===== src/hdl/vc2argb_pkg.sv =====
`default_nettype none

package vc2argb_pkg;

  typedef enum logic [2:0] {
    FMT_RGB565   = 3'd0,
    FMT_RGB888   = 3'd1,
    FMT_RGB888X  = 3'd2,
    FMT_RGBA4444 = 3'd3,
    FMT_RGBA6666 = 3'd4,
    FMT_RGBA8888 = 3'd5
  } fmt_e;

  localparam logic [7:0] OPAQUE_ALPHA = 8'hFF;
  localparam logic [2:0] NEED_NONE    = 3'd0;

  typedef struct packed {
    logic [7:0] alpha;
    logic [7:0] red;
    logic [7:0] green;
    logic [7:0] blue;
  } argb_t;

  function automatic logic [2:0] bytes_needed(input logic [2:0] fmt);
    logic [2:0] n;
    n = NEED_NONE;
    case (fmt)
      FMT_RGB565, FMT_RGBA4444:  n = 3'd2;
      FMT_RGB888, FMT_RGBA6666:  n = 3'd3;
      FMT_RGB888X, FMT_RGBA8888: n = 3'd4;
      default:                   n = NEED_NONE;
    endcase
    return n;
  endfunction

  function automatic logic [7:0] widen4(input logic [3:0] v);
    return {v, v};
  endfunction

  function automatic logic [7:0] widen5(input logic [4:0] v);
    return {v, v[4:2]};
  endfunction

  function automatic logic [7:0] widen6(input logic [5:0] v);
    return {v, v[5:4]};
  endfunction

endpackage

`default_nettype wire


===== src/hdl/vertex_color_to_argb8888_unit.sv =====
// The result is registered and valid in the cycle after the transaction of the byte that completes a color.
// Throughput: one byte per cycle while not stalled; a byte can be taken in the cycle the held result is taken.
// The output register stalls the input only while it holds a result that is stalled.
// Reset (rst_ni low, asynchronous): format rgb565, no bytes held, no result pending.
`default_nettype none

module vertex_color_to_argb8888_unit (
  input  wire logic        clk_i,
  input  wire logic        rst_ni,
  input  wire logic        psel,
  input  wire logic        penable,
  input  wire logic        pwrite,
  input  wire logic [2:0]  paddr,
  input  wire logic [31:0] pwdata,
  output logic [31:0]      prdata,
  output logic             pready,
  input  wire logic [7:0]  data_byte_i,
  input  wire logic        in_valid_i,
  output logic             in_stall_o,
  output logic [7:0]       alpha_o,
  output logic [7:0]       red_o,
  output logic [7:0]       green_o,
  output logic [7:0]       blue_o,
  output logic             out_valid_o,
  input  wire logic        out_stall_i
);

  logic [2:0]         fmt_q;
  logic [1:0]         cnt_q, cnt_d;
  logic [23:0]        held_q, held_d;
  logic               out_valid_q;
  vc2argb_pkg::argb_t res_q, res_d;

  logic        cfg_wr;
  logic        in_acc;
  logic [2:0]  need;
  logic [2:0]  cnt_inc;
  logic        complete;
  logic [31:0] word;

  assign pready = 1'b1;
  assign cfg_wr = psel && penable && pwrite && pready && !paddr[2];
  assign prdata = paddr[2] ? 32'd0 : {29'd0, fmt_q};

  always_ff @(posedge clk_i or negedge rst_ni) begin
    if (!rst_ni) begin
      fmt_q <= vc2argb_pkg::FMT_RGB565;
    end else if (cfg_wr) begin
      fmt_q <= pwdata[2:0];
    end
  end

  assign in_stall_o = out_valid_q && out_stall_i;
  assign in_acc     = in_valid_i && !in_stall_o;
  assign need       = vc2argb_pkg::bytes_needed(fmt_q);
  assign cnt_inc    = {1'b0, cnt_q} + 3'd1;
  assign complete   = (need != vc2argb_pkg::NEED_NONE) && (cnt_inc >= need);
  assign word       = {held_q, data_byte_i};

  always_comb begin
    cnt_d  = cnt_q;
    held_d = held_q;
    if (in_acc && need != vc2argb_pkg::NEED_NONE) begin
      if (complete) begin
        cnt_d  = 2'd0;
        held_d = 24'd0;
      end else begin
        cnt_d  = cnt_inc[1:0];
        held_d = word[23:0];
      end
    end
  end

  always_comb begin
    res_d = '0;
    unique case (vc2argb_pkg::fmt_e'(fmt_q))
      vc2argb_pkg::FMT_RGB565: begin
        res_d.alpha = vc2argb_pkg::OPAQUE_ALPHA;
        res_d.red   = vc2argb_pkg::widen5(word[15:11]);
        res_d.green = vc2argb_pkg::widen6(word[10:5]);
        res_d.blue  = vc2argb_pkg::widen5(word[4:0]);
      end
      vc2argb_pkg::FMT_RGB888: begin
        res_d.alpha = vc2argb_pkg::OPAQUE_ALPHA;
        res_d.red   = word[23:16];
        res_d.green = word[15:8];
        res_d.blue  = word[7:0];
      end
      vc2argb_pkg::FMT_RGB888X: begin
        res_d.alpha = vc2argb_pkg::OPAQUE_ALPHA;
        res_d.red   = word[31:24];
        res_d.green = word[23:16];
        res_d.blue  = word[15:8];
      end
      vc2argb_pkg::FMT_RGBA4444: begin
        res_d.red   = vc2argb_pkg::widen4(word[15:12]);
        res_d.green = vc2argb_pkg::widen4(word[11:8]);
        res_d.blue  = vc2argb_pkg::widen4(word[7:4]);
        res_d.alpha = vc2argb_pkg::widen4(word[3:0]);
      end
      vc2argb_pkg::FMT_RGBA6666: begin
        res_d.red   = vc2argb_pkg::widen6(word[23:18]);
        res_d.green = vc2argb_pkg::widen6(word[17:12]);
        res_d.blue  = vc2argb_pkg::widen6(word[11:6]);
        res_d.alpha = vc2argb_pkg::widen6(word[5:0]);
      end
      vc2argb_pkg::FMT_RGBA8888: begin
        res_d.red   = word[31:24];
        res_d.green = word[23:16];
        res_d.blue  = word[15:8];
        res_d.alpha = word[7:0];
      end
      default: begin
        res_d = '0;
      end
    endcase
  end

  always_ff @(posedge clk_i or negedge rst_ni) begin
    if (!rst_ni) begin
      cnt_q       <= 2'd0;
      held_q      <= 24'd0;
      out_valid_q <= 1'b0;
    end else begin
      cnt_q  <= cnt_d;
      held_q <= held_d;
      if (in_acc && complete) begin
        out_valid_q <= 1'b1;
      end else if (!out_stall_i) begin
        out_valid_q <= 1'b0;
      end
    end
  end

  always_ff @(posedge clk_i) begin
    if (in_acc && complete) begin
      res_q <= res_d;
    end
  end

  assign out_valid_o = out_valid_q;
  assign alpha_o     = res_q.alpha;
  assign red_o       = res_q.red;
  assign green_o     = res_q.green;
  assign blue_o      = res_q.blue;

endmodule

`default_nettype wire


===== config.mk =====
export PLATFORM = sky130hd
export DESIGN_NAME = vertex_color_to_argb8888_unit
export DESIGN_NICKNAME = d
export VERILOG_FILES = /design/src/hdl/vc2argb_pkg.sv /design/src/hdl/vertex_color_to_argb8888_unit.sv
export SDC_FILE = /design/constraint.sdc
export NUM_CORES = 1
export LEC_CHECK = 0
export BUFFER_PORTS_ARGS = -buffer_cell sky130_fd_sc_hd__buf_2
export CAP_MARGIN = 20
export CORE_MARGIN = 1
export CORE_UTILIZATION = 50
export CTS_CLUSTER_SIZE = 40
export DETAILED_ROUTE_END_ITERATION = 6
export GPL_TIMING_DRIVEN = 0
export PLACE_DENSITY = 0.83
export SLEW_MARGIN = 5
export SYNTH_ARGS = -nofsm -noshare
export SYNTH_HDL_FRONTEND = slang
export SYNTH_SLANG_ARGS = --single-unit

===== constraint.sdc =====
create_clock -name clk_i -period 11.25 [get_ports clk_i]
set_input_delay 1.6875 -clock clk_i [delete_from_list [all_inputs] [get_ports clk_i]]
set_output_delay 1.6875 -clock clk_i [all_outputs]
set_load 0.01 [all_outputs]

# == Yosys cells after proc, flatten, opt, wreduce, memory -nomap -nowiden ==
# Cells that the tools add are included.
# word_totals
ram_bits,0
inputBits,50
ff_bits,62
n_memories,0
out_inout_bits,67
latchBits,0
rom_bits,0
wordCells,38
# op_classes
mux,7
n_div,0
multipliers,0
order_cmp,1
n_bitwise,0
add_sub_neg,1
n_shift,0
n_reduce_logical,15
eq_ne,6
# ops
op,n
case mux 32 bit (6 select lines),1
two-way mux 24 bit,1
case mux 3 bit (3 select lines),1
logical AND 1 bit,8
== test 3 x 2 -> 1 bit (second input constant),2
== test 3 bit (second input constant),2
OR reduction 2 bit,3
adder 2 x 1 -> 3 bit (second input constant),1
== test 3 x 1 -> 1 bit (second input constant),1
greater-or-equal comparator 3 bit,1
logical NOT 3 bit,1
two-way mux 3 bit,1
nonzero test 3 bit,1
logical NOT 1 bit,2
two-way mux 1 bit,2
two-way mux 2 bit,1
inequality test 2 x 1 -> 1 bit (second input constant),1

# == Logic depth before layout (Yosys ltp) ==
# Gate-level depths: netlist (run 1).
# depth
depth_word,7
depth_mapped,11
ltp_nobuf,7

# == Least setup slack after synthesis (run 1) ==
# No wires, ideal clock.
# synth_path
path_kind,input to register
from,input in_valid_i
to,"register res_q, in the netlist alpha_o[0] (enable)"
arrival_ns,3.559
setup_time_ns,0.421
stages,4
path_buffers,1
required_time_ns,10.829
slack_ns,7.270
path_cell_list,a21boi_4 -> nand2_4 -> buf_6 -> nor2_1
# synth_between
elab_chain_len,2
# synth_lines
element,line_no,rtl
start: declaration,vertex_color_to_argb8888_unit.sv:18,"input wire logic in_valid_i,"
logical AND 1 bit,vertex_color_to_argb8888_unit.sv:54,assign in_acc = in_valid_i && !in_stall_o;
logical AND 1 bit,vertex_color_to_argb8888_unit.sv:136,if (in_acc && complete) begin
end signal: assignment,vertex_color_to_argb8888_unit.sv:137,res_q <= res_d;
end: declaration,vertex_color_to_argb8888_unit.sv:32,"vc2argb_pkg::argb_t res_q, res_d;"
# Every way passes these cells.
# A chain may end at the register's enable or synchronous reset.

# == Worst setup path after layout (run 1) ==
# layout_path
from,input out_stall_i
to,output in_stall_o
# layout_between
elab_chain_len,1
# layout_lines
element,line_no,rtl
start: declaration,vertex_color_to_argb8888_unit.sv:25,input wire logic out_stall_i
logical AND 1 bit,vertex_color_to_argb8888_unit.sv:53,assign in_stall_o = out_valid_q && out_stall_i;
end: declaration,vertex_color_to_argb8888_unit.sv:19,"output logic in_stall_o,"
# Every way passes these cells.

==> results.tsv, run 1 <==
stage	metric	value	unit
layout	fillers	640	
critical_path	r2r-start	fmt_q[2]$_DFFE_PN0P_	
layout	drive_above_1_share	30.8	%
timing	holdWs	0.529	ns
route	drt-total-wl	10400	um
layout	areaGrowthSynthToFinish	17.1	%
global_routing	grt_pass1_wl	16300	um
timing	maxSlewHeadroom	43.7	%
clocking	numCtsBuffers	9	
run	drv_cap	0	
global_routing	antenna_found_initial	0	
clocking	cts_resized	0	
critical_path	crit_type	input port to output pin	
layout	instances_no_fill	569	
min_path	hp-class	flop to flop	
timing	worst_pin_slew	0.842	ns
clocking	root_buffer	clkbuf_8	
yosys	synthCells	368	
yosys	yosysTopAreaCell	edfxtp_1	
yosys	ys_top_cells_by_count	41 x buf_4, 33 x mux2i_1, 32 x edfxtp_1	
route	drtPass1Iterations	7	
place	numPortBuffers	55	
layout	final_util	60.5	%
place	dp_hpwl	7150	um
global_routing	globalRouteMet3Util	4.52	%
route	viasPerCell	5.84	
die	ios	117	
die	core_area	7690	um2
layout	seqCellArea	1710	um2
clocking	clock_sinks	62	
timing	finClkSkew	0.0133	ns
global_routing	grt_use_met1	33.7	%
critical_path	path_max_fanout	10	
global_routing	grt_use_total	25.6	%
die	chipWidth	91.1	um
critical_path	end_kind	output pin	
yosys	synthMostInstantiatedCell	buf_4	
yosys	synth.top_cell.area_share	24.2	%
timing	fin_setup_tns	0	ns
global_routing	grt_pass1_vias	3162	
die	die_y	91.1	um
timing	final-hold-violation-count	0	
yosys	seq_area_frac_synth	43.1	%
min_path	whs_endpoint	cnt_q[1]$_DFFE_PN0P_	
clocking	cts_buffer_depth	2	
critical_path	cp-start-kind	input port	
clocking	postCtsHoldBufs	0	
die	die_area	8300	um2
place	dp_cells	553	
die	start_util	51.6	%
yosys	syn-cell-area	3970	um2
clocking	post_cts_buffers	0	
global_routing	gr-usage-met2	40.3	%
power	power_density	241	nW/um2
global_routing	grt_max_degree	33	
outcome	status	complete, but fails checks	
global_routing	busiest_layer	met2	
critical_path	required	9.56	ns
min_path	holdPathStages	1	
clocking	clk_pin_slew	0.06	ns
yosys	synth_area_leaders	edfxtp_1 24%, dfrtp_1 19%, mux2i_1 8.3%	
critical_path	arrival	2.38	ns
layout	fin_nets	516	
critical_path	r2r_end	red_o[1]$_DFFE_PP_	
layout	antenna_cells	0	
power	leakagePower	2.15	nW
yosys	synth_cell_type_count	46	
timing	post-route-period-util	36.2	%
yosys	synth_edf_count	32	
route	drt_first_iter_violations	380	
critical_path	ff2ff_setup_slack	8.10	ns
route	drc	1	
layout	multi_input_area	1920	um2
timing	slew_violations	0	
clocking	insertion_delay	0.34	ns
timing	rsz0062_at_grt	no	
yosys	synth_warnings	0	
clocking	h-tree-depth	3	
timing	setup_viol	0	
yosys	synth-async-reset-ratio	48.4	%
yosys	avgSynthCellArea	10.8	um2
yosys	yosys_most_used_dff	edfxtp_1	
outcome	violations	design-rule violations	
power	power	1.12	mW
route	wire_per_inst	18.2	um
power	vdd.ir_drop.worst	0.131	mV
die	rows	32	
timing	timing.final.crit_period	4.07	ns
timing	max_freq	246	MHz
clocking	cts_tree	built	
yosys	ys_seq_elements	62	
critical_path	ff2ff_path_depth	11	
min_path	hold_start	cnt_q[1]$_DFFE_PN0P_	
place	place.gp.congestion	0.920	
route	vias	3324	
global_routing	grt_overflow_total	0	
route	ant_nets	0	
-- logic make-up (layout without fill, tap and decap cells) --
family	count (synthesis)	count (layout)	synth area share (%)
AOI/OAI and AO/OA	112	112	21.6
buffers and inverters	69	140	11.4
xor gates and xnor gates	1	1	0.221
muxes	46	46	12.0
adders and majority gates	4	4	1.26
and+or+nand+nor	72	72	10.3
other	2	30	0.189
DFF	62	62	43.1
-- stage by stage --
| step | cell area (um2) | worst slack, ns |
|---|---|---|
| final | 4650 | 7.18 |
| after global routing | 4650 | 7.07 |
| after detailed placement | 4490 | 7.18 |
| after global placement | 4480 | 6.55 |
| after floorplan | 4080 | 7.27 |
| after CTS | 4650 | 7.18 |
-- cell type report --
class                           count  share of cell area (%)
Buffer                             67                    9.56
Clock buffer                       14                    3.28
Clock inverter                      2                   0.215
Inverter                            2                   0.162
Multi-Input combinational cell    265                    41.3
Sequential cell                    62                    36.8
Tap cell                          102                    2.75
Timing Repair Buffer               55                    5.92
-- worst max-delay path: stages --
cell      delay (ns)
buf_2           0.09
nand2_1         0.07
clkbuf_1        0.28
inv_1           0.09
buf_2           0.15
-- how the worst max path moves through the flow --
stage           startpoint                    to  cells after the start
2_1_floorplan   in_valid_i  alpha_o[0]$_DFFE_PP_                      4
3_3_place_gp    in_valid_i  alpha_o[1]$_DFFE_PP_                      5
3_5_place_dp   out_stall_i            in_stall_o                      5
4_1_cts        out_stall_i            in_stall_o                      5
5_1_grt        out_stall_i            in_stall_o                      5
6_report       out_stall_i            in_stall_o                      5
-- flip-flops by register name, summed over array words and instances (netlist names) --
| name | count |
|---|---|
| blue_o | 8 |
| held_q | 24 |
| green_o | 8 |
| fmt_q | 3 |
| alpha_o | 8 |
| out_valid_o | 1 |
| cnt_q | 2 |
| red_o | 8 |
-- cells in the final DEF, fill, tap and decap left out, types with 6 or more instances in the layout --
cell type,netlist,final
buf_2,13,68
buf_4,41,41
mux2i_1,33,33
edfxtp_1,32,32
conb_1,2,30
dfrtp_1,30,30
and3_1,25,25
a22o_1,25,25
o21ai_0,18,18
a22oi_1,14,14
clkbuf_1,9,13
nor2b_1,13,13
mux2_2,13,13
clkbuf_8,0,10
nand3_1,9,9
o2bb2ai_1,8,8
a21boi_0,8,8
nand2_1,8,8
a21oi_1,8,8
nor2_1,8,7
o221ai_1,6,6
-- layer usage --
layer / vias up / routed length [um]
met1: 1537 / 4270
met3: 36 / 1020
met4: 0 / 287
met2: 232 / 4770
li1: 1519 / -
met5: - / 0
-- where the power goes --
part | switching, mW | internal [mW] | leakage, nW
Clock | 0.0807 | 0.0856 | 0.0844
Sequential | 0.0664 | 0.348 | 0.694
Combinational | 0.315 | 0.226 | 1.37
Total | 0.462 | 0.660 | 2.15
(Power assumes the default switching activity.)
==> run 2, diff against run 1 <==
--- a/config.mk
+++ b/config.mk
@@ -5,6 +5,7 @@
 export SDC_FILE = /design/constraint.sdc
 export NUM_CORES = 1
 export LEC_CHECK = 0
+export ABC_AREA = 1
 export BUFFER_PORTS_ARGS = -buffer_cell sky130_fd_sc_hd__buf_2
 export CAP_MARGIN = 20
 export CORE_MARGIN = 1
@@ -12,7 +13,7 @@
 export CTS_CLUSTER_SIZE = 40
 export DETAILED_ROUTE_END_ITERATION = 6
 export GPL_TIMING_DRIVEN = 0
-export PLACE_DENSITY = 0.83
+export PLACE_DENSITY = 0.84
 export SLEW_MARGIN = 5
 export SYNTH_ARGS = -nofsm -noshare
 export SYNTH_HDL_FRONTEND = slang
==> constraint.sdc (replaced) <==
create_clock -name clk_i -period 3.8 [get_ports clk_i]
set_input_delay 0.57 -clock clk_i [delete_from_list [all_inputs] [get_ports clk_i]]
set_output_delay 0.57 -clock clk_i [all_outputs]
set_load 0.01 [all_outputs]
==> run 2 against run 1 <==
  * The flow still finishes with violations (design-rule violations)
  * Power increased by 150%
  * Final cell count increased by 19%
  * Final area fell by 5.8%
  * Die area down 7.5%
  * Sequential share of layout area is 2.3 points higher
  * Via count rose by 3.3%
==> results.tsv, run 2 <==
stage	metric	value	unit	change
critical_path	ff2ff_path_depth	14		was 11
route	drtPass1Iterations	7		unchanged
power	leakagePower	2.38	nW	was 2.15 nW
yosys	synthMostInstantiatedCell	nand2_1		was buf_4
min_path	hp-class	input port to async pin		was flop to flop
global_routing	grt_use_total	26.5	%	was 25.6%
clocking	post_cts_buffers	0		unchanged
power	p_comb_share	36.8	%	was 48.2%
route	vias	3433		was 3324
route	drt_first_iter_violations	362		was 380
yosys	yosys_most_used_dff	edfxtp_1		unchanged
place	dp_hpwl	6760	um	was 7150 um
outcome	violations	design-rule violations		unchanged
yosys	synth_cell_type_count	25		was 46
power	vdd.ir_drop.worst	0.228	mV	was 0.131 mV
power	p_seq_share	43.3	%	was 36.9%
yosys	yosysTopAreaCell	edfxtp_1		unchanged
die	die_area	7680	um2	was 8300 um2
layout	layout_commonest_cell	nand2_1		was buf_2
yosys	ys_top_cells_by_count	182 x nand2_1, 52 x nand3_1, 49 x inv_1		was 41 x buf_4, 33 x mux2i_1, 32 x edfxtp_1
yosys	ys_seq_elements	62		unchanged
place	pre_cts_ws	0.875	ns	was 7.18 ns
yosys	synth_warnings	0		unchanged
timing	finClkSkew	0.00990	ns	was 0.0133 ns
timing	rsz0062_at_grt	no		unchanged
die	ios	117		unchanged
critical_path	r2r-start	fmt_q[2]$_DFFE_PN0P_		unchanged
clocking	root_buffer	clkbuf_8		unchanged
layout	fin_area	4380	um2	was 4650 um2
critical_path	cp-start-kind	flop		was input port
place	placed_cell_area	4190	um2	was 4490 um2
critical_path	required	3.84	ns	was 9.56 ns
place	numPortBuffers	55		unchanged
route	drc	1		unchanged
yosys	synthCells	480		was 368
yosys	avgSynthCellArea	7.63	um2	was 10.8 um2
power	p_sw_share	40.7	%	was 41.2%
layout	areaGrowthSynthToFinish	19.5	%	was 17.1%
critical_path	ff2ff_setup_slack	0.89	ns	was 8.10 ns
critical_path	max_stage_delay	0.42	ns	was 0.28 ns
global_routing	grt_pass1_vias	3171		was 3162
critical_path	cpMaxStageDelayCell	inv_1		was clkbuf_1
timing	timing.final.crit_period	2.91	ns	
yosys	synth.top_cell.area_share	26.2	%	was 24.2%
critical_path	crit_type	flop to flop		was input port to output pin
layout	drive_above_1_share	22.2	%	was 30.8%
run	drv_cap	0		unchanged
yosys	synth-async-reset-ratio	48.4	%	unchanged
power	power_density	640	nW/um2	was 241 nW/um2
die	chipWidth	87.6	um	was 91.1 um
yosys	seq_area_frac_synth	46.7	%	was 43.1%
timing	worst_pin_slew	0.656	ns	was 0.842 ns
critical_path	path_max_fanout	23		was 10
layout	layout_common_cells	182 x nand2_1, 65 x buf_2, 52 x nand3_1		was 68 x buf_2, 41 x buf_4, 33 x mux2i_1
clocking	clock_sinks	62		unchanged
layout	largest-register	held_q		unchanged
critical_path	r2r_end	blue_o[2]$_DFFE_PP_		was red_o[1]$_DFFE_PP_
layout	fillers	584		was 640
power	p_clk_share	20.0	%	was 14.8%
route	ant_nets	0		unchanged
clocking	cts_buffer_depth	2		unchanged
timing	final-hold-violation-count	0		unchanged
global_routing	grt_overflow_total	0		unchanged
layout	antenna_cells	0		unchanged
timing	post-route-period-util	76.5	%	
power	p_sw	1.14	mW	was 0.462 mW
clocking	clk_pin_slew	0.08	ns	was 0.06 ns
yosys	synth_edf_count	32		unchanged
outcome	status	complete, but fails checks		unchanged
clocking	numCtsBuffers	9		unchanged
yosys	synth_area_leaders	edfxtp_1 26%, dfrtp_1 20%, nand2_1 19%		was edfxtp_1 24%, dfrtp_1 19%, mux2i_1 8.3%
die	core_area	6940	um2	was 7690 um2
yosys	syn-cell-area	3660	um2	was 3970 um2
route	viasPerCell	5.08		was 5.84
critical_path	end_kind	flop		was output pin
layout	fin_nets	629		was 516
critical_path	arrival	2.95	ns	was 2.38 ns
critical_path	cp_num_buf_inv	7		was 4
die	rows	30		was 32
route	wire_per_inst	14.1	um	was 18.2 um
critical_path	cp_cell_sequence	clkbuf_2 -> inv_2 -> nand3_1 -> nand2_4 -> buf_4 -> inv_1 -> ha_1 -> nand2_1 -> inv_1 -> nand2_1 -> nand2_1 -> nand3b_1 -> inv_1 -> buf_16		was buf_2 -> nand2_1 -> clkbuf_1 -> inv_1 -> buf_2
critical_path	crit_family	buffers and inverters		unchanged
timing	fin_setup_tns	0	ns	unchanged
global_routing	grt_pass1_wl	15300	um	was 16300 um
clocking	cts_tree	built		unchanged
layout	largest_register_ffs	24		unchanged
timing	slew_violations	0		unchanged
global_routing	grt_max_degree	31		was 33
global_routing	antenna_found_initial	0		unchanged
die	die_y	87.6	um	was 91.1 um
timing	max_freq	344	MHz	
clocking	insertion_delay	0.34	ns	about the same
timing	finalWorstSetupSlack	0.893	ns	was 7.18 ns
place	place.gp.congestion	0.908		was 0.920
die	start_util	52.8	%	was 51.6%
route	drt-total-wl	9510	um	was 10400 um
clocking	postCtsHoldBufs	0		unchanged
clocking	cts_resized	0		unchanged
timing	maxSlewHeadroom	56.3	%	was 43.7%
clocking	h-tree-depth	3		unchanged
timing	setup_viol	0		unchanged
power	p_int	1.66	mW	was 0.660 mW
## run 2: changes by cell type in the layout (fill, tap and decap cells not counted), sizes merged, moves of 14 or more
cell and change:
nor2 +37, nand2 +175, a22o -25, inv +50
a22oi -14, o21ai -15, and3 -25, nand3 +45
mux2i -33
## run 2: worst max path at each step
stage	start	to	slack, ns	cells past startpoint
4_1_cts	fmt_q[2]$_DFFE_PN0P_	blue_o[2]$_DFFE_PP_	0.86	14
5_1_grt	fmt_q[2]$_DFFE_PN0P_	blue_o[2]$_DFFE_PP_	0.65	14
2_1_floorplan	fmt_q[2]$_DFFE_PN0P_	alpha_o[0]$_DFFE_PP_	1.16	13
6_report	fmt_q[2]$_DFFE_PN0P_	blue_o[2]$_DFFE_PP_	0.89	14
3_3_place_gp	fmt_q[2]$_DFFE_PN0P_	green_o[6]$_DFFE_PP_	0.65	13
3_5_place_dp	fmt_q[2]$_DFFE_PN0P_	green_o[4]$_DFFE_PP_	0.87	14
## run 2: metal layers
layer / up-vias / GRT usage, % / share of wire (%)
met2: 232 / 45.9 / 47
met5: - / 0 / 0
met1: 1514 / 32.1 / 38
met4: 0 / 12.1 / 3.6
li1: 1648 / - / -
met3: 39 / 5.09 / 11
## run 2: power by group through the flow
stage	Clock, mW	Combinational [mW]	Sequential [mW]
floorplan	0	0.646	1.19
global placement	0	0.959	1.21
detailed placement	0	1.02	1.21
CTS	0.562	1.03	1.20
global route	0.591	1.16	1.23
finish	0.560	1.03	1.21
## run 2: worst reg2reg max path: stages, from the launching register on
cell and delay [ns]:
dfrtp_1 0.37, clkbuf_2 0.18, inv_2 0.17, nand3_1 0.14, nand2_4 0.15, buf_4 0.22
inv_1 0.07, ha_1 0.30, nand2_1 0.06, inv_1 0.05, nand2_1 0.04, nand2_1 0.09
nand3b_1 0.10, inv_1 0.42, buf_16 0.23
## run 2: cell type report
type	instances	area (um2)	area share [%]
flip-flops and latches	62	1710	39.1
multi-input cells	344	1500	34.2
plain buffers	51	367	8.37
repair buffers	56	303	6.91
inverters	51	191	4.37
clock buffers	9	124	2.83
well taps	96	120	2.74
clock inverters	7	63.8	1.46
## run 2: metrics by stage
step | hold WS [ns] | utilization [%] | power, mW | instances
6_report | 0.249 | 63.1 | 2.80 | 676
5_1_grt | 0.301 | 63.1 | 2.98 | 676
4_1_cts | 0.269 | 63.1 | 2.78 | 676
3_5_place_dp | 0.467 | 60.4 | 2.23 | 660
3_3_place_gp | 0.463 | 60.0 | 2.17 | 659
2_1_floorplan | 0.274 | - | 1.83 | 508
## run 2: kinds of logic after synthesis
kind of cell             Yosys count  share of synthesized area [%]
AO/OA/AOI/OAI                     16                           2.73
adder cells (fa/ha/maj)            4                           1.37
buffers and inverters            102                           15.2
flip-flops                        62                           46.7
other                              2                          0.205
AND/OR/NAND/NOR                  294                           33.8
